[src/design/des_pkg.sv]
// DES package: permutation tables, S-box lookup, round key schedule helpers.
// Used by des_round_cell, des_key_sched and des_block_cipher.
package des_pkg;

  localparam int Rounds = 16;

  typedef logic [47:0] subkey_t;

  typedef struct packed {
    logic       valid;
    logic       decrypt;
    logic       last;
    logic [31:0] lh;
    logic [31:0] rh;
  } round_t;

  typedef logic [6:0] tab_t [64];

  localparam tab_t TabIp = '{
    7'd58,7'd50,7'd42,7'd34,7'd26,7'd18,7'd10,7'd2,7'd60,7'd52,7'd44,7'd36,7'd28,7'd20,7'd12,7'd4,
    7'd62,7'd54,7'd46,7'd38,7'd30,7'd22,7'd14,7'd6,7'd64,7'd56,7'd48,7'd40,7'd32,7'd24,7'd16,7'd8,
    7'd57,7'd49,7'd41,7'd33,7'd25,7'd17,7'd9,7'd1,7'd59,7'd51,7'd43,7'd35,7'd27,7'd19,7'd11,7'd3,
    7'd61,7'd53,7'd45,7'd37,7'd29,7'd21,7'd13,7'd5,7'd63,7'd55,7'd47,7'd39,7'd31,7'd23,7'd15,7'd7};
  localparam tab_t TabFp = '{
    7'd40,7'd8,7'd48,7'd16,7'd56,7'd24,7'd64,7'd32,7'd39,7'd7,7'd47,7'd15,7'd55,7'd23,7'd63,7'd31,
    7'd38,7'd6,7'd46,7'd14,7'd54,7'd22,7'd62,7'd30,7'd37,7'd5,7'd45,7'd13,7'd53,7'd21,7'd61,7'd29,
    7'd36,7'd4,7'd44,7'd12,7'd52,7'd20,7'd60,7'd28,7'd35,7'd3,7'd43,7'd11,7'd51,7'd19,7'd59,7'd27,
    7'd34,7'd2,7'd42,7'd10,7'd50,7'd18,7'd58,7'd26,7'd33,7'd1,7'd41,7'd9,7'd49,7'd17,7'd57,7'd25};
  localparam logic [5:0] TabE [48] = '{
    6'd32,6'd1,6'd2,6'd3,6'd4,6'd5,6'd4,6'd5,6'd6,6'd7,6'd8,6'd9,6'd8,6'd9,6'd10,6'd11,
    6'd12,6'd13,6'd12,6'd13,6'd14,6'd15,6'd16,6'd17,6'd16,6'd17,6'd18,6'd19,6'd20,6'd21,
    6'd20,6'd21,6'd22,6'd23,6'd24,6'd25,6'd24,6'd25,6'd26,6'd27,6'd28,6'd29,6'd28,6'd29,
    6'd30,6'd31,6'd32,6'd1};
  localparam logic [5:0] TabP [32] = '{
    6'd16,6'd7,6'd20,6'd21,6'd29,6'd12,6'd28,6'd17,6'd1,6'd15,6'd23,6'd26,6'd5,6'd18,6'd31,
    6'd10,6'd2,6'd8,6'd24,6'd14,6'd32,6'd27,6'd3,6'd9,6'd19,6'd13,6'd30,6'd6,6'd22,6'd11,
    6'd4,6'd25};
  localparam logic [5:0] TabPc1 [56] = '{
    6'd57,6'd49,6'd41,6'd33,6'd25,6'd17,6'd9,6'd1,6'd58,6'd50,6'd42,6'd34,6'd26,6'd18,
    6'd10,6'd2,6'd59,6'd51,6'd43,6'd35,6'd27,6'd19,6'd11,6'd3,6'd60,6'd52,6'd44,6'd36,
    6'd63,6'd55,6'd47,6'd39,6'd31,6'd23,6'd15,6'd7,6'd62,6'd54,6'd46,6'd38,6'd30,6'd22,
    6'd14,6'd6,6'd61,6'd53,6'd45,6'd37,6'd29,6'd21,6'd13,6'd5,6'd28,6'd20,6'd12,6'd4};
  localparam logic [5:0] TabPc2 [48] = '{
    6'd14,6'd17,6'd11,6'd24,6'd1,6'd5,6'd3,6'd28,6'd15,6'd6,6'd21,6'd10,6'd23,6'd19,6'd12,
    6'd4,6'd26,6'd8,6'd16,6'd7,6'd27,6'd20,6'd13,6'd2,6'd41,6'd52,6'd31,6'd37,6'd47,6'd55,
    6'd30,6'd40,6'd51,6'd45,6'd33,6'd48,6'd44,6'd49,6'd39,6'd56,6'd34,6'd53,6'd46,6'd42,
    6'd50,6'd36,6'd29,6'd32};
  localparam logic [1:0] TabShift [16] = '{
    2'd1,2'd1,2'd2,2'd2,2'd2,2'd2,2'd2,2'd2,2'd1,2'd2,2'd2,2'd2,2'd2,2'd2,2'd2,2'd1};
  localparam logic [3:0] TabS [8][64] = '{
    '{4'd14,4'd4,4'd13,4'd1,4'd2,4'd15,4'd11,4'd8,4'd3,4'd10,4'd6,4'd12,4'd5,4'd9,4'd0,4'd7,
      4'd0,4'd15,4'd7,4'd4,4'd14,4'd2,4'd13,4'd1,4'd10,4'd6,4'd12,4'd11,4'd9,4'd5,4'd3,4'd8,
      4'd4,4'd1,4'd14,4'd8,4'd13,4'd6,4'd2,4'd11,4'd15,4'd12,4'd9,4'd7,4'd3,4'd10,4'd5,4'd0,
      4'd15,4'd12,4'd8,4'd2,4'd4,4'd9,4'd1,4'd7,4'd5,4'd11,4'd3,4'd14,4'd10,4'd0,4'd6,4'd13},
    '{4'd15,4'd1,4'd8,4'd14,4'd6,4'd11,4'd3,4'd4,4'd9,4'd7,4'd2,4'd13,4'd12,4'd0,4'd5,4'd10,
      4'd3,4'd13,4'd4,4'd7,4'd15,4'd2,4'd8,4'd14,4'd12,4'd0,4'd1,4'd10,4'd6,4'd9,4'd11,4'd5,
      4'd0,4'd14,4'd7,4'd11,4'd10,4'd4,4'd13,4'd1,4'd5,4'd8,4'd12,4'd6,4'd9,4'd3,4'd2,4'd15,
      4'd13,4'd8,4'd10,4'd1,4'd3,4'd15,4'd4,4'd2,4'd11,4'd6,4'd7,4'd12,4'd0,4'd5,4'd14,4'd9},
    '{4'd10,4'd0,4'd9,4'd14,4'd6,4'd3,4'd15,4'd5,4'd1,4'd13,4'd12,4'd7,4'd11,4'd4,4'd2,4'd8,
      4'd13,4'd7,4'd0,4'd9,4'd3,4'd4,4'd6,4'd10,4'd2,4'd8,4'd5,4'd14,4'd12,4'd11,4'd15,4'd1,
      4'd13,4'd6,4'd4,4'd9,4'd8,4'd15,4'd3,4'd0,4'd11,4'd1,4'd2,4'd12,4'd5,4'd10,4'd14,4'd7,
      4'd1,4'd10,4'd13,4'd0,4'd6,4'd9,4'd8,4'd7,4'd4,4'd15,4'd14,4'd3,4'd11,4'd5,4'd2,4'd12},
    '{4'd7,4'd13,4'd14,4'd3,4'd0,4'd6,4'd9,4'd10,4'd1,4'd2,4'd8,4'd5,4'd11,4'd12,4'd4,4'd15,
      4'd13,4'd8,4'd11,4'd5,4'd6,4'd15,4'd0,4'd3,4'd4,4'd7,4'd2,4'd12,4'd1,4'd10,4'd14,4'd9,
      4'd10,4'd6,4'd9,4'd0,4'd12,4'd11,4'd7,4'd13,4'd15,4'd1,4'd3,4'd14,4'd5,4'd2,4'd8,4'd4,
      4'd3,4'd15,4'd0,4'd6,4'd10,4'd1,4'd13,4'd8,4'd9,4'd4,4'd5,4'd11,4'd12,4'd7,4'd2,4'd14},
    '{4'd2,4'd12,4'd4,4'd1,4'd7,4'd10,4'd11,4'd6,4'd8,4'd5,4'd3,4'd15,4'd13,4'd0,4'd14,4'd9,
      4'd14,4'd11,4'd2,4'd12,4'd4,4'd7,4'd13,4'd1,4'd5,4'd0,4'd15,4'd10,4'd3,4'd9,4'd8,4'd6,
      4'd4,4'd2,4'd1,4'd11,4'd10,4'd13,4'd7,4'd8,4'd15,4'd9,4'd12,4'd5,4'd6,4'd3,4'd0,4'd14,
      4'd11,4'd8,4'd12,4'd7,4'd1,4'd14,4'd2,4'd13,4'd6,4'd15,4'd0,4'd9,4'd10,4'd4,4'd5,4'd3},
    '{4'd12,4'd1,4'd10,4'd15,4'd9,4'd2,4'd6,4'd8,4'd0,4'd13,4'd3,4'd4,4'd14,4'd7,4'd5,4'd11,
      4'd10,4'd15,4'd4,4'd2,4'd7,4'd12,4'd9,4'd5,4'd6,4'd1,4'd13,4'd14,4'd0,4'd11,4'd3,4'd8,
      4'd9,4'd14,4'd15,4'd5,4'd2,4'd8,4'd12,4'd3,4'd7,4'd0,4'd4,4'd10,4'd1,4'd13,4'd11,4'd6,
      4'd4,4'd3,4'd2,4'd12,4'd9,4'd5,4'd15,4'd10,4'd11,4'd14,4'd1,4'd7,4'd6,4'd0,4'd8,4'd13},
    '{4'd4,4'd11,4'd2,4'd14,4'd15,4'd0,4'd8,4'd13,4'd3,4'd12,4'd9,4'd7,4'd5,4'd10,4'd6,4'd1,
      4'd13,4'd0,4'd11,4'd7,4'd4,4'd9,4'd1,4'd10,4'd14,4'd3,4'd5,4'd12,4'd2,4'd15,4'd8,4'd6,
      4'd1,4'd4,4'd11,4'd13,4'd12,4'd3,4'd7,4'd14,4'd10,4'd15,4'd6,4'd8,4'd0,4'd5,4'd9,4'd2,
      4'd6,4'd11,4'd13,4'd8,4'd1,4'd4,4'd10,4'd7,4'd9,4'd5,4'd0,4'd15,4'd14,4'd2,4'd3,4'd12},
    '{4'd13,4'd2,4'd8,4'd4,4'd6,4'd15,4'd11,4'd1,4'd10,4'd9,4'd3,4'd14,4'd5,4'd0,4'd12,4'd7,
      4'd1,4'd15,4'd13,4'd8,4'd10,4'd3,4'd7,4'd4,4'd12,4'd5,4'd6,4'd11,4'd0,4'd14,4'd9,4'd2,
      4'd7,4'd11,4'd4,4'd1,4'd9,4'd12,4'd14,4'd2,4'd0,4'd6,4'd10,4'd13,4'd15,4'd3,4'd5,4'd8,
      4'd2,4'd1,4'd14,4'd7,4'd4,4'd10,4'd8,4'd13,4'd15,4'd12,4'd9,4'd0,4'd3,4'd5,4'd6,4'd11}};

  function automatic logic [63:0] perm64(input logic [63:0] x, input tab_t tab);
    logic [63:0] r;
    for (int i = 0; i < 64; i++) r[i] = x[6'(tab[i] - 7'd1)];
    return r;
  endfunction

  function automatic logic [31:0] feistel(input logic [31:0] rh, input subkey_t k);
    logic [47:0] e;
    logic [31:0] s;
    logic [31:0] p;
    logic [5:0]  six;
    logic [3:0]  v;
    for (int i = 0; i < 48; i++) e[i] = rh[5'(TabE[i] - 6'd1)];
    e = e ^ k;
    for (int g = 0; g < 8; g++) begin
      six = e[6*g +: 6];
      v = TabS[g][{six[0], six[5], six[1], six[2], six[3], six[4]}];
      s[4*g +: 4] = {v[0], v[1], v[2], v[3]};
    end
    for (int i = 0; i < 32; i++) p[i] = s[5'(TabP[i] - 6'd1)];
    return p;
  endfunction

  function automatic logic [55:0] pc1(input logic [63:0] key);
    logic [55:0] t;
    for (int i = 0; i < 56; i++) t[i] = key[TabPc1[i] - 6'd1];
    return t;
  endfunction

  function automatic subkey_t pc2(input logic [55:0] cd);
    subkey_t k;
    for (int i = 0; i < 48; i++) k[i] = cd[TabPc2[i] - 6'd1];
    return k;
  endfunction

  // Right rotate of a 28-bit half by 1 or 2.
  function automatic logic [27:0] rot28(input logic [27:0] x, input logic [1:0] s);
    return (s == 2'd2) ? {x[1:0], x[27:2]} : {x[0], x[27:1]};
  endfunction

endpackage

[src/design/des_round_cell.sv]
// One Feistel round cell of the DES pipeline.
// Depends on des_pkg. Holds one block in flight and hands it on each cycle it advances.
module des_round_cell (
  input  logic              clk,
  input  logic              rst_n,
  input  logic              advance,
  input  logic              swap,
  input  des_pkg::subkey_t  key_enc,
  input  des_pkg::subkey_t  key_dec,
  input  des_pkg::round_t   cell_in,
  output des_pkg::round_t   cell_out
);
  des_pkg::round_t st_r;
  des_pkg::round_t st_nxt;
  logic [31:0]     lx;

  always_comb begin
    lx = cell_in.lh ^ des_pkg::feistel(cell_in.rh,
                                       cell_in.decrypt ? key_dec : key_enc);
    st_nxt = cell_in;
    if (swap) begin
      st_nxt.lh = cell_in.rh;
      st_nxt.rh = lx;
    end else begin
      st_nxt.lh = lx;
    end
  end

  always_ff @(posedge clk) begin
    if (!rst_n) begin
      st_r.valid <= 1'b0;
    end else if (advance) begin
      st_r <= st_nxt;
    end
  end

  assign cell_out = st_r;
endmodule

[config.mk]
export PLATFORM = sky130hd
export DESIGN_NAME = des_round_cell
export DESIGN_NICKNAME = d
export VERILOG_FILES = /design/src/design/des_pkg.sv /design/src/design/des_round_cell.sv
export SDC_FILE = /design/constraint.sdc
export NUM_CORES = 1
export LEC_CHECK = 0
export ABC_CLOCK_PERIOD_IN_PS = 3400
export BUFFER_PORTS_ARGS = -buffer_cell sky130_fd_sc_hd__buf_2
export CORE_MARGIN = 1
export CORE_UTILIZATION = 55
export CTS_BUF_LIST = sky130_fd_sc_hd__clkbuf_4
export DETAILED_ROUTE_END_ITERATION = 16
export HOLD_SLACK_MARGIN = 0.05
export PLACE_DENSITY = 0.82
export SLEW_MARGIN = 40
export SYNTH_ARGS = -nofsm -noshare
export SYNTH_HDL_FRONTEND = slang
export SYNTH_SLANG_ARGS = --single-unit
export TNS_END_PERCENT = 100
[constraint.sdc]
create_clock -name clk -period 3.4 [get_ports clk]
set_input_delay 0 -clock clk [delete_from_list [all_inputs] [get_ports clk]]
set_output_delay 0 -clock clk [all_outputs]
set_load 0.05 [all_outputs]
Yosys cells after proc, flatten, opt, wreduce, memory -nomap -nowiden
Memories as Yosys holds them, arrays and structs flattened.
Cells that the tools add are included.
Word-level totals
  ROM bits: 2048
  logic and storage cells: 51
  output and inout bits: 67
  memories kept: 8
  input port bits: 167
  register bits: 67
Memory list
  (name not given): words 64, width 4, rd ports 1, clocked after Yosys merged registers in 0, wr ports 0, RTL line des_pkg.sv:100  | v = TabS[g][{six[0], six[5], six[1], six[2], six[3], six[4]}];
  (name not given): words 64, width 4, rd ports 1, clocked after Yosys merged registers in 0, wr ports 0, RTL line des_pkg.sv:100
  (name not given): words 64, width 4, rd ports 1, clocked after Yosys merged registers in 0, wr ports 0, RTL line des_pkg.sv:100
  (name not given): words 64, width 4, rd ports 1, clocked after Yosys merged registers in 0, wr ports 0, RTL line des_pkg.sv:100
  (name not given): words 64, width 4, rd ports 1, clocked after Yosys merged registers in 0, wr ports 0, RTL line des_pkg.sv:100
  (name not given): words 64, width 4, rd ports 1, clocked after Yosys merged registers in 0, wr ports 0, RTL line des_pkg.sv:100
  +2 memories
Cells by class
  $lt $le $gt $ge: 8
  reduce and logical (&&, ||, !) cells: 1
  bitwise logic cells: 10
  muxes and demuxes: 19
Operator list (count)
  $mux 32: 2
  $mux 4: 16
  $ge 7x7->1 const B: 8
  $not 6->7: 8
  $mux 48: 1
  $xor 48x48->48: 1
  $xor 32x32->32: 1
  $reduce_and 2->1: 1

Longest topological paths before layout
  depth after elaboration: 8
  mapped depth: 15
  mapped depth without buffers: 11

Worst setup path after synthesis
Ideal clock, no wire load.
  kind: input to register
  start: input port cell_in[65] (netlist bit)
  end: register st_r (netlist bit cell_out[1]), data pin
  arrival time: 2.581 ns
  slack: 0.551 ns
  required time: 3.132 ns
  path buffers: 3
  library setup time: 0.268 ns
  stages on the path: 14
  path through: buf_6 > buf_8 > buf_8 > mux2i_1 > xnor2_1 > inv_1 > ha_1 > nor2_1 > nor2_1 > a211oi_1 > o31ai_1 > a211oi_1 > xor2_1 > o21ai_0
RTL lines
  start, declared: RTL line des_round_cell.sv:10  | input des_pkg::round_t cell_in,
  end signal, assigned: RTL line des_round_cell.sv:33  | st_r <= st_nxt;
  end, declared: RTL line des_round_cell.sv:13  | des_pkg::round_t st_r;

==> results by group <==
Synth
  – Syn_nets: approximately 1200
  – Main synth FF type: edfxtp_1
  – Register bit count reported by yosys: 67
  – Synth unique cells: 77
  – Synth Instances: about 1000
  – Asr flop ratio synth: 0
  – Cell area after synthesis: between 9000 and 10000 sq um
  – Syn Area/Cell: 9.009 sq um
  – Syn. warnings: 0
  – Sequential share of the synthesized area: 0.2185
  – Post-synth EDFFs: 66

Route
  – Final ANT Viol Nets: 0
  – Via count: ~9500
  – Routed WL: between 20000 and 30000 um
  – Starting DRT DRC Count: about 1200
  – Wire per inst: roughly 19 um
  – DR DRC count: 0
  – Vias per std cell: around 6.1
  – DRT Pass-1 Iters: 6

Critical path
  – Critical path required time: 3.65 ns
  – Crit end category: flip-flop
  – Startpoint Class: input pin
  – CP arrival: roughly 3.6 ns
  – Kind of critical path: in2reg
  – Critical Path Fanout Max: 13

Power and ir drop
  – Sw power: approximately 2200 uW
  – Power Dens Cells: around 400 nW/um^2
  – Sequential share of power: 0.229
  – VDD IR max: 0.0001757 V
  – Switching fraction of total power: 0.4676
  – Comb power frac: 0.648
  – Clk pwr share: 0.123
  – Internal power: around 2500 uW
  – Leak pwr: around 0.005 uW

Timing
  – Slew @ Worst Pin: around 0.80 ns
  – Final min period: approximately 3.3 ns
  – Final setup viols: 0
  – Period utilization: 0.9755
  – WHS: roughly 0.075 ns
  – Final hold violations: 0
  – Peak Freq: 0.3015 GHz
  – Rel. slew slack: 0.4635
  – Fin Setup TNS: 0 ns
  – RSZ-0062 raised after global routing: false
  – Clock Skew: 0 ns
  – Final max-slew violation count: 0

Final layout
  – Antenna cell count: 0
  – Max FFs per register: 67
  – Layout cell share with drive strength beyond 1: 0.2945
  – Area delta synth->final: 27.93%
  – Nets: 1550
  – Fin util: 0.7299

Clock network
  – Depth of the CTS H-tree: 3
  – Num CTS Buffers: 9
  – Clock buffer depth: 2
  – Clock transition at path regs: roughly 0.14 ns
  – Clk Latency, worst-skew pair: approximately 0.47 ns
  – Clock sinks: 67
  – CTS tree: yes
  – CTS root buffer: clkbuf_4
  – Setup Buffers After CTS: 0

Floorplan
  – Die Y-Extent: roughly 130 um
  – Die width: ~130 um
  – Cell Rows: between 40 and 50
  – Die area: ~17000 sq um
  – Starting Density: 0.5706
  – Ports: between 200 and 250
  – Core Region: about 16000 sq um

Run
  – Max-cap violations: 0

GRT
  – Antenna violations before repair: 0
  – GRT Util Overall: 0.3362
  – First-pass GRT wire length: approximately 45000 um
  – Largest net degree at the start of global routing: 56
  – GRT Residual Overflow: 0
  – Number of global-route vias before repair: between 8000 and 9000

Hold path
  – Type of the tightest min-delay check: in2reg

Run status
  – Outcome: completed

Placement
  – Post-DP HPWL: about 20000 um
  – I/O Buffers: between 200 and 250
  – Final GP Congestion: a little under 1
## logic make-up (layout without fill, tap and decap cells)
family / count (synthesis) / count (layout) / share of synthesized area
mux: 147 / 147 / 0.1850
simple gates: 252 / 252 / 0.1192
compound gates: 271 / 271 / 0.2062
fa+ha+maj: 50 / 50 / 0.06828
flops: 67 / 67 / 0.2185
xor+xnor: 123 / 123 / 0.1409
buf+inv: 107 / 428 / 0.06186
## final cells by class
class | instances | area, sq um
Fill cell | 1130 | 4337
Tap cell | 216 | 270.3
Clock inverter | 7 | 68.82
Sequential cell | 67 | 2002
Multi-Input combinational cell | 843 | 6664
Clock buffer | 9 | 67.56
Timing Repair Buffer | 378 | 2521
Inverter | 34 | 127.6
## worst paths after layout
path	from	endpoint	slack, ns	cells after the start
max	cell_in[19]	cell_out[13]$_DFFE_PP_	0.08	11
min	cell_in[40]	cell_out[40]$_DFFE_PP_	0.08	3
max reg2reg	cell_out[66]$_SDFFE_PN0P_	cell_out[66]$_SDFFE_PN0P_	2.21	3
min reg2reg	cell_out[66]$_SDFFE_PN0P_	cell_out[66]$_SDFFE_PN0P_	1.13	3
## routing by layer
metal,vias to the layer above,GRT usage,part of all wire
li1,4423,-,-
met1,4404,0.4147,0.40
met2,577,0.5724,0.48
met3,94,0.04424,0.080
met4,0,0.1792,0.048
met5,-,0,0
## Yosys cell counts, drive strengths merged, types with 3 or more instances
cell type,count,area [sq um]
a221oi,6,58.80
mux4,7,157.7
a2111oi,8,88.83
a22oi,6,45.04
o21a,3,22.52
o311ai,13,113.9
o31ai,11,87.58
nand4,3,18.77
a211oi,23,172.7
a311oi,6,58.80
nor2,83,311.6
or3,6,42.54
edfxtp,66,1982
a221o,5,50.05
nand3,26,130.1
a31oi,12,75.07
o2111ai,9,78.83
dlygate4sd3,3,30.03
o311a,5,50.05
a211o,6,52.55
ha,50,625.6
xor2,46,534.3
nand2,86,322.8
o221ai,7,61.31
o21ai,78,390.4
o211ai,17,127.6
mux2,31,349.1
a311o,3,30.03
o22ai,6,37.54
buf,35,260.3
inv,32,120.1
nor4,6,43.79
a21oi,34,170.2
clkbuf,33,131.4
mux2i,109,1189
nor3,34,170.2
xnor2,77,757.0
## power groups by stage
stage	registers [uW]	logic (uW)	clock network, uW
floorplan	1400	1770	0
global placement	1090	2690	0
detailed placement	1090	2750	0
CTS	1070	2920	575
global route	1080	3250	597
finish	1070	3020	572
## critical path, cell delays in order
cell	delay [ns]
dlygate4sd3_1	0.55
buf_2	0.21
xnor2_4	0.35
ha_1	0.46
mux2_2	0.36
mux4_2	0.47
nor2_1	0.16
a31oi_1	0.09
xor2_1	0.22
o21ai_0	0.09
dlygate4sd3_1	0.60
## repair_timing
action | 4_1_cts | 5_1_grt
endpoints found under the setup margin | 0 | 7
hold buffers | 93 | 1
endpoints found under the hold margin | 66 | 1
resized for setup | 0 | 6
## cell usage in the layout (no fill, tap or decap), types with 6 or more instances in the layout
master / n
a211o_1: 6
a211oi_1: 23
a21oi_1: 34
a22oi_1: 6
a31oi_1: 12
buf_2: 232
buf_4: 49
clkbuf_4: 9
dlygate4sd3_1: 94
edfxtp_1: 66
ha_1: 50
inv_1: 29
mux2_2: 31
mux2i_1: 96
mux2i_2: 7
mux2i_4: 6
mux4_2: 7
nand2_1: 86
nand3_1: 26
nor2_1: 83
nor3_1: 34
o2111ai_1: 9
o211ai_1: 17
o21ai_0: 74
o221ai_1: 7
o22ai_1: 6
o311ai_0: 10
o31ai_1: 10
xnor2_1: 59
xnor2_2: 17
xor2_1: 33
xor2_2: 10
## stage by stage
step           total power (uW)  std cells  cell area (sq um)  setup WS [ns]
2_1_floorplan              3170       1017               9163         0.5511
3_3_place_gp               3773       1443              10550         0.3335
3_5_place_dp               3835       1444              10600         0.2482
4_1_cts                    4566       1553              11670         0.1358
5_1_grt                    4927       1554              11720       0.007260
6_report                   4664       1554              11720        0.08316
No activity file was read; power rests on OpenSTA's default activity.
