## src/design/des_pkg.sv

```systemverilog
// DES package: permutation tables, S-box lookup, round key schedule helpers.
// Used by des_round_cell, des_key_sched and des_block_cipher.
package des_pkg;

  localparam int Rounds = 16;

  typedef logic [47:0] subkey_t;

  typedef struct packed {
    logic       valid;
    logic       decrypt;
    logic       last;
    logic [31:0] lh;
    logic [31:0] rh;
  } round_t;

  typedef logic [6:0] tab_t [64];

  localparam tab_t TabIp = '{
    7'd58,7'd50,7'd42,7'd34,7'd26,7'd18,7'd10,7'd2,7'd60,7'd52,7'd44,7'd36,7'd28,7'd20,7'd12,7'd4,
    7'd62,7'd54,7'd46,7'd38,7'd30,7'd22,7'd14,7'd6,7'd64,7'd56,7'd48,7'd40,7'd32,7'd24,7'd16,7'd8,
    7'd57,7'd49,7'd41,7'd33,7'd25,7'd17,7'd9,7'd1,7'd59,7'd51,7'd43,7'd35,7'd27,7'd19,7'd11,7'd3,
    7'd61,7'd53,7'd45,7'd37,7'd29,7'd21,7'd13,7'd5,7'd63,7'd55,7'd47,7'd39,7'd31,7'd23,7'd15,7'd7};
  localparam tab_t TabFp = '{
    7'd40,7'd8,7'd48,7'd16,7'd56,7'd24,7'd64,7'd32,7'd39,7'd7,7'd47,7'd15,7'd55,7'd23,7'd63,7'd31,
    7'd38,7'd6,7'd46,7'd14,7'd54,7'd22,7'd62,7'd30,7'd37,7'd5,7'd45,7'd13,7'd53,7'd21,7'd61,7'd29,
    7'd36,7'd4,7'd44,7'd12,7'd52,7'd20,7'd60,7'd28,7'd35,7'd3,7'd43,7'd11,7'd51,7'd19,7'd59,7'd27,
    7'd34,7'd2,7'd42,7'd10,7'd50,7'd18,7'd58,7'd26,7'd33,7'd1,7'd41,7'd9,7'd49,7'd17,7'd57,7'd25};
  localparam logic [5:0] TabE [48] = '{
    6'd32,6'd1,6'd2,6'd3,6'd4,6'd5,6'd4,6'd5,6'd6,6'd7,6'd8,6'd9,6'd8,6'd9,6'd10,6'd11,
    6'd12,6'd13,6'd12,6'd13,6'd14,6'd15,6'd16,6'd17,6'd16,6'd17,6'd18,6'd19,6'd20,6'd21,
    6'd20,6'd21,6'd22,6'd23,6'd24,6'd25,6'd24,6'd25,6'd26,6'd27,6'd28,6'd29,6'd28,6'd29,
    6'd30,6'd31,6'd32,6'd1};
  localparam logic [5:0] TabP [32] = '{
    6'd16,6'd7,6'd20,6'd21,6'd29,6'd12,6'd28,6'd17,6'd1,6'd15,6'd23,6'd26,6'd5,6'd18,6'd31,
    6'd10,6'd2,6'd8,6'd24,6'd14,6'd32,6'd27,6'd3,6'd9,6'd19,6'd13,6'd30,6'd6,6'd22,6'd11,
    6'd4,6'd25};
  localparam logic [5:0] TabPc1 [56] = '{
    6'd57,6'd49,6'd41,6'd33,6'd25,6'd17,6'd9,6'd1,6'd58,6'd50,6'd42,6'd34,6'd26,6'd18,
    6'd10,6'd2,6'd59,6'd51,6'd43,6'd35,6'd27,6'd19,6'd11,6'd3,6'd60,6'd52,6'd44,6'd36,
    6'd63,6'd55,6'd47,6'd39,6'd31,6'd23,6'd15,6'd7,6'd62,6'd54,6'd46,6'd38,6'd30,6'd22,
    6'd14,6'd6,6'd61,6'd53,6'd45,6'd37,6'd29,6'd21,6'd13,6'd5,6'd28,6'd20,6'd12,6'd4};
  localparam logic [5:0] TabPc2 [48] = '{
    6'd14,6'd17,6'd11,6'd24,6'd1,6'd5,6'd3,6'd28,6'd15,6'd6,6'd21,6'd10,6'd23,6'd19,6'd12,
    6'd4,6'd26,6'd8,6'd16,6'd7,6'd27,6'd20,6'd13,6'd2,6'd41,6'd52,6'd31,6'd37,6'd47,6'd55,
    6'd30,6'd40,6'd51,6'd45,6'd33,6'd48,6'd44,6'd49,6'd39,6'd56,6'd34,6'd53,6'd46,6'd42,
    6'd50,6'd36,6'd29,6'd32};
  localparam logic [1:0] TabShift [16] = '{
    2'd1,2'd1,2'd2,2'd2,2'd2,2'd2,2'd2,2'd2,2'd1,2'd2,2'd2,2'd2,2'd2,2'd2,2'd2,2'd1};
  localparam logic [3:0] TabS [8][64] = '{
    '{4'd14,4'd4,4'd13,4'd1,4'd2,4'd15,4'd11,4'd8,4'd3,4'd10,4'd6,4'd12,4'd5,4'd9,4'd0,4'd7,
      4'd0,4'd15,4'd7,4'd4,4'd14,4'd2,4'd13,4'd1,4'd10,4'd6,4'd12,4'd11,4'd9,4'd5,4'd3,4'd8,
      4'd4,4'd1,4'd14,4'd8,4'd13,4'd6,4'd2,4'd11,4'd15,4'd12,4'd9,4'd7,4'd3,4'd10,4'd5,4'd0,
      4'd15,4'd12,4'd8,4'd2,4'd4,4'd9,4'd1,4'd7,4'd5,4'd11,4'd3,4'd14,4'd10,4'd0,4'd6,4'd13},
    '{4'd15,4'd1,4'd8,4'd14,4'd6,4'd11,4'd3,4'd4,4'd9,4'd7,4'd2,4'd13,4'd12,4'd0,4'd5,4'd10,
      4'd3,4'd13,4'd4,4'd7,4'd15,4'd2,4'd8,4'd14,4'd12,4'd0,4'd1,4'd10,4'd6,4'd9,4'd11,4'd5,
      4'd0,4'd14,4'd7,4'd11,4'd10,4'd4,4'd13,4'd1,4'd5,4'd8,4'd12,4'd6,4'd9,4'd3,4'd2,4'd15,
      4'd13,4'd8,4'd10,4'd1,4'd3,4'd15,4'd4,4'd2,4'd11,4'd6,4'd7,4'd12,4'd0,4'd5,4'd14,4'd9},
    '{4'd10,4'd0,4'd9,4'd14,4'd6,4'd3,4'd15,4'd5,4'd1,4'd13,4'd12,4'd7,4'd11,4'd4,4'd2,4'd8,
      4'd13,4'd7,4'd0,4'd9,4'd3,4'd4,4'd6,4'd10,4'd2,4'd8,4'd5,4'd14,4'd12,4'd11,4'd15,4'd1,
      4'd13,4'd6,4'd4,4'd9,4'd8,4'd15,4'd3,4'd0,4'd11,4'd1,4'd2,4'd12,4'd5,4'd10,4'd14,4'd7,
      4'd1,4'd10,4'd13,4'd0,4'd6,4'd9,4'd8,4'd7,4'd4,4'd15,4'd14,4'd3,4'd11,4'd5,4'd2,4'd12},
    '{4'd7,4'd13,4'd14,4'd3,4'd0,4'd6,4'd9,4'd10,4'd1,4'd2,4'd8,4'd5,4'd11,4'd12,4'd4,4'd15,
      4'd13,4'd8,4'd11,4'd5,4'd6,4'd15,4'd0,4'd3,4'd4,4'd7,4'd2,4'd12,4'd1,4'd10,4'd14,4'd9,
      4'd10,4'd6,4'd9,4'd0,4'd12,4'd11,4'd7,4'd13,4'd15,4'd1,4'd3,4'd14,4'd5,4'd2,4'd8,4'd4,
      4'd3,4'd15,4'd0,4'd6,4'd10,4'd1,4'd13,4'd8,4'd9,4'd4,4'd5,4'd11,4'd12,4'd7,4'd2,4'd14},
    '{4'd2,4'd12,4'd4,4'd1,4'd7,4'd10,4'd11,4'd6,4'd8,4'd5,4'd3,4'd15,4'd13,4'd0,4'd14,4'd9,
      4'd14,4'd11,4'd2,4'd12,4'd4,4'd7,4'd13,4'd1,4'd5,4'd0,4'd15,4'd10,4'd3,4'd9,4'd8,4'd6,
      4'd4,4'd2,4'd1,4'd11,4'd10,4'd13,4'd7,4'd8,4'd15,4'd9,4'd12,4'd5,4'd6,4'd3,4'd0,4'd14,
      4'd11,4'd8,4'd12,4'd7,4'd1,4'd14,4'd2,4'd13,4'd6,4'd15,4'd0,4'd9,4'd10,4'd4,4'd5,4'd3},
    '{4'd12,4'd1,4'd10,4'd15,4'd9,4'd2,4'd6,4'd8,4'd0,4'd13,4'd3,4'd4,4'd14,4'd7,4'd5,4'd11,
      4'd10,4'd15,4'd4,4'd2,4'd7,4'd12,4'd9,4'd5,4'd6,4'd1,4'd13,4'd14,4'd0,4'd11,4'd3,4'd8,
      4'd9,4'd14,4'd15,4'd5,4'd2,4'd8,4'd12,4'd3,4'd7,4'd0,4'd4,4'd10,4'd1,4'd13,4'd11,4'd6,
      4'd4,4'd3,4'd2,4'd12,4'd9,4'd5,4'd15,4'd10,4'd11,4'd14,4'd1,4'd7,4'd6,4'd0,4'd8,4'd13},
    '{4'd4,4'd11,4'd2,4'd14,4'd15,4'd0,4'd8,4'd13,4'd3,4'd12,4'd9,4'd7,4'd5,4'd10,4'd6,4'd1,
      4'd13,4'd0,4'd11,4'd7,4'd4,4'd9,4'd1,4'd10,4'd14,4'd3,4'd5,4'd12,4'd2,4'd15,4'd8,4'd6,
      4'd1,4'd4,4'd11,4'd13,4'd12,4'd3,4'd7,4'd14,4'd10,4'd15,4'd6,4'd8,4'd0,4'd5,4'd9,4'd2,
      4'd6,4'd11,4'd13,4'd8,4'd1,4'd4,4'd10,4'd7,4'd9,4'd5,4'd0,4'd15,4'd14,4'd2,4'd3,4'd12},
    '{4'd13,4'd2,4'd8,4'd4,4'd6,4'd15,4'd11,4'd1,4'd10,4'd9,4'd3,4'd14,4'd5,4'd0,4'd12,4'd7,
      4'd1,4'd15,4'd13,4'd8,4'd10,4'd3,4'd7,4'd4,4'd12,4'd5,4'd6,4'd11,4'd0,4'd14,4'd9,4'd2,
      4'd7,4'd11,4'd4,4'd1,4'd9,4'd12,4'd14,4'd2,4'd0,4'd6,4'd10,4'd13,4'd15,4'd3,4'd5,4'd8,
      4'd2,4'd1,4'd14,4'd7,4'd4,4'd10,4'd8,4'd13,4'd15,4'd12,4'd9,4'd0,4'd3,4'd5,4'd6,4'd11}};

  function automatic logic [63:0] perm64(input logic [63:0] x, input tab_t tab);
    logic [63:0] r;
    for (int i = 0; i < 64; i++) r[i] = x[6'(tab[i] - 7'd1)];
    return r;
  endfunction

  function automatic logic [31:0] feistel(input logic [31:0] rh, input subkey_t k);
    logic [47:0] e;
    logic [31:0] s;
    logic [31:0] p;
    logic [5:0]  six;
    logic [3:0]  v;
    for (int i = 0; i < 48; i++) e[i] = rh[5'(TabE[i] - 6'd1)];
    e = e ^ k;
    for (int g = 0; g < 8; g++) begin
      six = e[6*g +: 6];
      v = TabS[g][{six[0], six[5], six[1], six[2], six[3], six[4]}];
      s[4*g +: 4] = {v[0], v[1], v[2], v[3]};
    end
    for (int i = 0; i < 32; i++) p[i] = s[5'(TabP[i] - 6'd1)];
    return p;
  endfunction

  function automatic logic [55:0] pc1(input logic [63:0] key);
    logic [55:0] t;
    for (int i = 0; i < 56; i++) t[i] = key[TabPc1[i] - 6'd1];
    return t;
  endfunction

  function automatic subkey_t pc2(input logic [55:0] cd);
    subkey_t k;
    for (int i = 0; i < 48; i++) k[i] = cd[TabPc2[i] - 6'd1];
    return k;
  endfunction

  // Right rotate of a 28-bit half by 1 or 2.
  function automatic logic [27:0] rot28(input logic [27:0] x, input logic [1:0] s);
    return (s == 2'd2) ? {x[1:0], x[27:2]} : {x[0], x[27:1]};
  endfunction

endpackage

```

## src/design/des_key_sched.sv

```systemverilog
// DES key schedule: holds PC-1 of the key and wires out the 16 derived subkeys.
// Depends on des_pkg. Subkeys follow a key write from the next cycle on.
module des_key_sched (
  input  logic                 clk,
  input  logic                 rst_n,
  input  logic                 key_we,
  input  logic [63:0]          key_data,
  output des_pkg::subkey_t     subkeys [16]
);
  logic [55:0] cd_r;
  logic [55:0] cd [17];

  // Hold PC-1 of the key; the rotated halves of each round are plain wiring.
  always_ff @(posedge clk) begin
    if (!rst_n) begin
      cd_r <= des_pkg::pc1(64'd0);
    end else if (key_we) begin
      cd_r <= des_pkg::pc1(key_data);
    end
  end

  assign cd[0] = cd_r;

  for (genvar r = 0; r < 16; r++) begin : g_step
    assign cd[r+1] = {des_pkg::rot28(cd[r][55:28], des_pkg::TabShift[r]),
                      des_pkg::rot28(cd[r][27:0], des_pkg::TabShift[r])};
    assign subkeys[r] = des_pkg::pc2(cd[r+1]);
  end
endmodule

```

## config.mk

```make
export PLATFORM = sky130hd
export DESIGN_NAME = des_key_sched
export DESIGN_NICKNAME = d
export VERILOG_FILES = /design/src/design/des_pkg.sv /design/src/design/des_key_sched.sv
export SDC_FILE = /design/constraint.sdc
export NUM_CORES = 1
export LEC_CHECK = 0
export ABC_CLOCK_PERIOD_IN_PS = 900
export BUFFER_PORTS_ARGS = -buffer_cell sky130_fd_sc_hd__buf_4
export CELL_PAD_IN_SITES_DETAIL_PLACEMENT = 1
export CELL_PAD_IN_SITES_GLOBAL_PLACEMENT = 1
export CORE_AREA = 3 3 328 330
export DETAILED_ROUTE_END_ITERATION = 7
export DIE_AREA = 0 0 331 333
export PLACE_DENSITY_LB_ADDON = 0.1
export RECOVER_POWER = 100
export SLEW_MARGIN = 20
export SYNTH_ARGS = -nofsm -noshare
export SYNTH_HDL_FRONTEND = slang
export SYNTH_SLANG_ARGS = --single-unit
```

## constraint.sdc

```tcl
create_clock -name clk -period 0.9 [get_ports clk]
set_input_delay 0.045 -clock clk [delete_from_list [all_inputs] [get_ports clk]]
set_output_delay 0.045 -clock clk [all_outputs]
set_load 0.005 [all_outputs]
```

# --- Yosys cells after proc, flatten, opt, wreduce, memory -nomap -nowiden ---
# Cells that the tools add are included.
word_totals:
  regBits: 56
  latchBits: 0
  ram_bits: 0
  mem_bits_ro: 0
  inputBits: 67
  out_inout_bits: 768
  elab_cells: 1
  memories: 0
op_classes:
  addsub: 0
  multipliers: 0
  n_div: 0
  magnitude_cmp: 0
  eq_ne: 0
  shift: 0
  muxes: 0
  bitwise: 0
  n_reduce_logical: 0

# --- Logic depth before layout (Yosys ltp) ---
# Gate-level depths: netlist (run 1).
logic_depth:
  depth_word: 0
  depth_mapped: 4
  mapped_depth_nobuf: 2

# --- Worst setup path after synthesis (run 1) ---
# OpenSTA, ideal clock, no wires.
synth_path:
  path_type: "register -> register"
  start: "register cd_r[0] (netlist name)"
  end: "register cd_r[0]"
  setup_time_ns: 0.065
  arrival_ns: 0.765
  t_required_ns: 0.835
  setup_slack_ns: 0.070
  path_stages_with_launch: 3
  n_path_buf: 0
  synth_period_minus_slack_ns: 0.830
  path_cell_list: "dfxtp_1 mux2i_1 nor2b_1"
synth_rtl:
  columns: ["item", "line", "source"]
  rows:
  - ["end signal: assignment", "des_key_sched.sv:16", "cd_r <= des_pkg::pc1(64'd0);"]
  - ["end signal: assignment", "des_key_sched.sv:18", "cd_r <= des_pkg::pc1(key_data);"]
  - ["end: declaration", "des_key_sched.sv:10", "logic [55:0] cd_r;"]

# --- Worst setup path in the final report (run 1) ---
layout_path:
  start: "register cd_r[48]"
  end: "output port subkeys[335] (netlist bit)"
layout_rtl:
  columns: ["item", "line", "source"]
  rows:
  - ["end: declaration", "des_key_sched.sv:8", "output des_pkg::subkey_t subkeys [16]"]
# No word-level cell between the ends.

==> out/qor.txt, run 1 <==
commonest non-fill, non-tap cell in the layout = buf_6
1st-iter DRT viols = 35
worst vdd ir = 0.618 mV
Port-buffer cells = 826
metal2 WL = 22200 microns
outcome = finished, violations left
dpl hpwl = 26700 microns
DRC viols = 0
register area = 1290 sq um
post-DR vias/cell = 2.25
Root Buffer = clkbuf_16
most frequent cells in the layout = buf_6 (769), buf_4 (75)
CP startpoint = cd_r[48]
CORE AREA = 105000 sq um
CTS tree = yes
leakage power = 0.00715 uW
detailed-route via count = 5782
Yosys top cell by area = buf_4
Final setup viols = 768
met3 wire length = 2820 microns
total power per unit cell area = 799 nW/um^2
final hold viol count = 0
violated checks = negative setup slack
non-filler cells, final = 2575
clock slew at reported path FFs = 0.09 ns
Initial Util = 7.12%
# IOs = 835
kind of start point of the critical path = flop
Syn Std Cell Area = 7480 sq um
Largest register FFs = 56
drt pass-1 iters = 4
Final WS setup = -0.151 ns
MaxCap Viol Count = 0
vias in the first global route = 6166
critical path data required time = 0.85 ns
area grow syn2layout = 110%
final WL = 35900 microns
fill count = 12100
die area = 110000 sq um
H-tree depth = 2
Placement Rows = 119
headroom to the max-slew limit = 54.3%
post-layout min period = 1.05 ns
Clock Path Buffers = 2
Distinct cells, synth = 8
fin crit share = 117%
net count after synthesis = 959
RR Startpoint = cd_r[49]
Horiz. Die Dim = 331 microns
Die Height = 333 microns
placed cells = 2452
area occupied by multi-input gates = 911 sq um
largest net degree at the start of global routing = 57
Ys Warns = 0
highest metal used = met4
synthesized flop and latch total = 56
top cell type's share of synthesized area = 71.6%
wire per inst = 13.9 microns
Most flops, register = cd_r
critical path class = flop to output pin
top cells by area, synth = buf_4 (72%), dfxtp_1 (15%), mux2i_1 (7.5%), nor2b_1 (4.7%), buf_8 (0.80%)
WP data arrival = 1.01 ns
Setup crit end kind = output pin
leading registers by flop count = cd_r: 56 flops
Fmax achieved = 0.951 GHz
register area share after synthesis = 15.0%
clk_skew = 0 ns
Final Max Slew Viols = 0
Syn Inst Count = 892
Overall Power = 12500 uW
GPL Wtd Cong = 0.637
Clock Sinks = 56
wl on met1 = 10600 microns
hold_sp = key_we
number of routed nets with antenna violations = 0
initial antenna violation count = 0
total global-route track usage = 5.88%
CP Max Fanout = 10
worst-margin pin slew = 0.685 ns
total CTS buffers = 5
fin nets = 1250
Congestion Overflow GR = 0
first-pass GRT wire length = 46900 microns
Worst Hold Class = primary input to flop
RSZ-0062 raised after global routing = true
layout cell share with drive strength beyond 1 = 85.4%
worst reg2reg setup slack = 0 ns
syn_area_per_cell = 8.39 sq um
Worst-Skew Late Latency = 0.33 ns
[per-stage QoR]
step	setup TNS [ns]	setup WS [ns]	cell area (sq um)	hold slack [ns]	util, %
2_1_floorplan	0	0.0700	7480	0.214	-
3_3_place_gp	-3.20	-0.0901	11000	0.300	10.4
3_5_place_dp	-4.06	-0.0990	11000	0.312	10.4
4_1_cts	-119.73	-0.222	14800	0.226	14.0
5_1_grt	-137.30	-0.238	15700	0.252	14.9
6_report	-82.72	-0.151	15700	0.244	14.9
[kinds of logic (layout without fill, tap and decap cells)]
family | after synthesis | count (layout) | share of synthesized area (%)
buf+inv | 724 | 1015 | 72.8
flops | 56 | 56 | 15.0
mux | 56 | 56 | 7.49
other cells | 0 | 1 | 0
simple gates | 56 | 56 | 4.68
[layout make-up]
| cell class | count | share of cell area, % |
|---|---|---|
| Clock buffer | 7 | 0.973 |
| Antenna cell | 1 | 0.0160 |
| Tap cell | 1391 | 11.1 |
| Sequential cell | 56 | 8.25 |
| Multi-Input combinational cell | 112 | 5.81 |
| Timing Repair Buffer | 1008 | 73.9 |
[per-layer routing]
layer  global-route usage, %  up-vias
met2                    12.6      380
met5                       0        -
met3                    1.59        6
li1                        -     2608
met1                    5.34     2788
met4                    1.04        0
[synthesized netlist by cell type]
cell type  instances
dfxtp_1           56
clkbuf_1           5
nor2b_1           56
buf_4            713
buf_8              4
mux2i_1           56
buf_2              1
buf_6              1
[power by group]
part	switching [uW]	internal (uW)	leakage (uW)	total (uW)
Combinational	2480	4810	0.00658	7280
Sequential	247	2590	0.000494	2830
Clock	1230	1180	0.0000760	2420
[final timing paths]
kind / endpoint / cells after the start
hold / removal: cd_r[13] / 4
setup reg to reg: cd_r[49] / 4
setup / recovery: subkeys[335] / 2
hold reg to reg: cd_r[16] / 2
[critical path, cell delays in order, from the launching register on]
cell and delay (ns):
dfxtp_4 0.38, buf_12 0.14, buf_4 0.14
[what timing repair did]
action,CTS,global route
gates cloned,18,6
buffers inserted,53,6
setup endpoints to repair,768,768
hold buffers,56,0
endpoints found under the hold margin,56,0
resized for setup,862,210
Note: power is estimated with default switching activity, not from simulation.
==> run 2: changes to the inputs <==
--- a/config.mk
+++ b/config.mk
@@ -8,10 +8,11 @@
 export ABC_CLOCK_PERIOD_IN_PS = 900
 export BUFFER_PORTS_ARGS = -buffer_cell sky130_fd_sc_hd__buf_4
 export CELL_PAD_IN_SITES_DETAIL_PLACEMENT = 1
-export CELL_PAD_IN_SITES_GLOBAL_PLACEMENT = 1
-export CORE_AREA = 3 3 328 330
+export CELL_PAD_IN_SITES_GLOBAL_PLACEMENT = 2
+export CORE_AREA = 3 3 322 324
+export CTS_BUF_LIST = sky130_fd_sc_hd__clkbuf_2
 export DETAILED_ROUTE_END_ITERATION = 7
-export DIE_AREA = 0 0 331 333
+export DIE_AREA = 0 0 325 327
 export PLACE_DENSITY_LB_ADDON = 0.1
 export RECOVER_POWER = 100
 export SLEW_MARGIN = 20
==> run 2 against run 1 <==
Against the previous run: largest cell class unchanged; critical path type unchanged; register-to-register slack worse by 0.03 ns; clock-buffer cell count down 2; die area down 3.6%; clock skew unchanged; the run still ends with negative setup slack left.
==> out/qor.txt, run 2 (synthesis results as in run 1) <==
Die Height = 327 microns (was 333 microns)
Final WS setup = -0.563 ns (was -0.151 ns)
fin nets = 1273 (was 1250)
Final Max Slew Viols = 0 (unchanged)
Placement Rows = 117 (was 119)
non-filler cells, final = 2576 (was 2575)
Worst-Skew Late Latency = 0.66 ns (was 0.33 ns)
critical-path cell list = buf_6, buf_4 (was buf_12, buf_4)
Placement Cell Area = 11100 sq um (was 11000 sq um)
number of routed nets with antenna violations = 0 (unchanged)
total CTS buffers = 5 (unchanged)
H-tree depth = 2 (unchanged)
Final setup viols = 771 (was 768)
first-pass GRT wire length = 50400 microns (was 46900 microns)
# IOs = 835 (unchanged)
WP data arrival = 1.42 ns (was 1.01 ns)
Horiz. Die Dim = 325 microns (was 331 microns)
GPL Wtd Cong = 0.664 (was 0.637)
Worst Hold Class = primary input to flop (unchanged)
total power per unit cell area = 752 nW/um^2 (was 799 nW/um^2)
vias in the first global route = 6601 (was 6166)
1st-iter DRT viols = 63 (was 35)
CP Max Fanout = 8 (was 10)
total global-route track usage = 6.46% (was 5.88%)
most frequent cells in the layout = buf_6 (770), buf_4 (86), dlygate4sd3_1 (66) (was buf_6 (769), buf_4 (75))
Clock Path Buffers = 2 (unchanged)
CORE AREA = 101000 sq um (was 105000 sq um)
worst-margin pin slew = 0.774 ns (was 0.685 ns)
Finished Cell Area = 16100 sq um (was 15700 sq um)
largest net degree at the start of global routing = 57 (unchanged)
Worst Hold Depth = 4 (unchanged)
headroom to the max-slew limit = 48.4% (was 54.3%)
Most flops, register = cd_r (unchanged)
Root Buffer = clkbuf_2 (was clkbuf_16)
dpl hpwl = 28300 microns (was 26700 microns)
critical path class = flop to output pin (unchanged)
detailed-route via count = 5881 (was 5782)
final WL = 38100 microns (was 35900 microns)
outcome = finished, violations left (unchanged)
Fmax achieved = 0.684 GHz (was 0.951 GHz)
DRC viols = 0 (unchanged)
Clock Sinks = 56 (unchanged)
fin crit share = 163% (was 117%)
placed cells = 2439 (was 2452)
Setup crit end kind = output pin (unchanged)
area grow syn2layout = 115% (was 110%)
Crit-path slowest cell = dfxtp_4 (unchanged)
final hold viol count = 0 (unchanged)
RSZ-0062 raised after global routing = true (unchanged)
Largest register FFs = 56 (unchanged)
wire per inst = 14.8 microns (was 13.9 microns)
violated checks = negative setup slack (unchanged)
critical path data required time = 0.85 ns (about the same)
layout cell share with drive strength beyond 1 = 84.9% (was 85.4%)
Critical Path Max Stage Delay = 0.51 ns (was 0.38 ns)
Congestion Overflow GR = 0 (unchanged)
worst vdd ir = 0.416 mV (was 0.618 mV)
clk_skew = 0 ns (unchanged)
Worst Path Buf+Inv = 2 (unchanged)
setup TNS = -379.91 ns (was -82.72 ns)
clock slew at reported path FFs = 0.42 ns (was 0.09 ns)
initial antenna violation count = 1 (was 0)
CTS tree = yes (unchanged)
leading registers by flop count = cd_r: 56 flops (unchanged)
R2R cell count = 4 (unchanged)
die area = 106000 sq um (was 110000 sq um)
Initial Util = 7.37% (was 7.12%)
post-DR vias/cell = 2.28 (was 2.25)
leakage power = 0.00732 uW (was 0.00715 uW)
Port-buffer cells = 826 (unchanged)
kind of start point of the critical path = flop (unchanged)
MaxCap Viol Count = 0 (unchanged)
drt pass-1 iters = 3 (was 4)
delay-heaviest family, CP = flip-flops (unchanged)
post-layout min period = 1.46 ns (was 1.05 ns)
Overall Power = 12100 uW (was 12500 uW)
CP Depth = 2 (unchanged)
commonest non-fill, non-tap cell in the layout = buf_6 (unchanged)
Final Util = 15.9% (was 14.9%)
## run 2: changes by cell type in the layout (fill, tap and decap cells not counted), moves of 2 or more
cell,delta
buf_8,-12
buf_12,+11
buf_4,+11
clkbuf_4,-10
dlygate4sd3_1,+10
buf_16,+9
dfxtp_4,+7
dfxtp_2,-6
clkbuf_2,+4
clkbuf_8,-2
## run 2: worst reg2reg max path: cells and delay by family, from the launching register on
kind                   cells  cell delay, ns
buffers and inverters      2            0.25
multiplexers               1            0.12
AND/OR/NAND/NOR            1            0.06
flip-flops                 1            0.46
## run 2: per-layer routing
layer	global-route usage [%]	part of all wire, %	vias up
li1	-	-	2654
met1	6.26	32	2834
met2	13.5	61	385
met3	1.60	6.4	8
met4	1.27	1.1	0
met5	0	0	-
## run 2: final timing paths
| kind | startpoint | to | slack (ns) |
|---|---|---|---|
| min | key_data[12] | cd_r[50] | 0.19 |
| max | cd_r[41] | subkeys[744] | -0.56 |
| min reg2reg | cd_r[18] | cd_r[18] | 0.59 |
| max reg2reg | cd_r[10] | cd_r[10] | -0.03 |
## run 2: repair_timing
action | CTS | global route
gates cloned | 22 | 10
pin swaps | 0 | 0
endpoints found under the setup margin | 768 | 770
buffers inserted | 41 | 9
endpoints found under the hold margin | 56 | 0
resized for setup | 732 | 309
hold buffers | 66 | 0
## run 2: power breakdown
group | leakage [uW] | switching (uW) | internal [uW]
Clock | 0.0000390 | 1190 | 463
Combinational | 0.00679 | 2530 | 5030
Sequential | 0.000496 | 290 | 2590
Total | 0.00732 | 4010 | 8080
## run 2: through the flow
stage,setup WS [ns],hold WS (ns)
after global routing,-0.771,0.0535
after detailed placement,-0.0911,0.312
after global placement,-0.0970,0.303
after floorplan,0.0700,0.214
final,-0.563,0.192
after CTS,-0.785,0.00536
## run 2: layout make-up
cell class / count / area (sq um)
fill: 11800 / 85400
timing repair buffer: 1031 / 12100
tap: 1368 / 1710
sequential: 56 / 1310
multi-input combinational: 112 / 911
clock inverter: 3 / 42.5
clock buffer: 5 / 25.0
antenna: 1 / 2.50
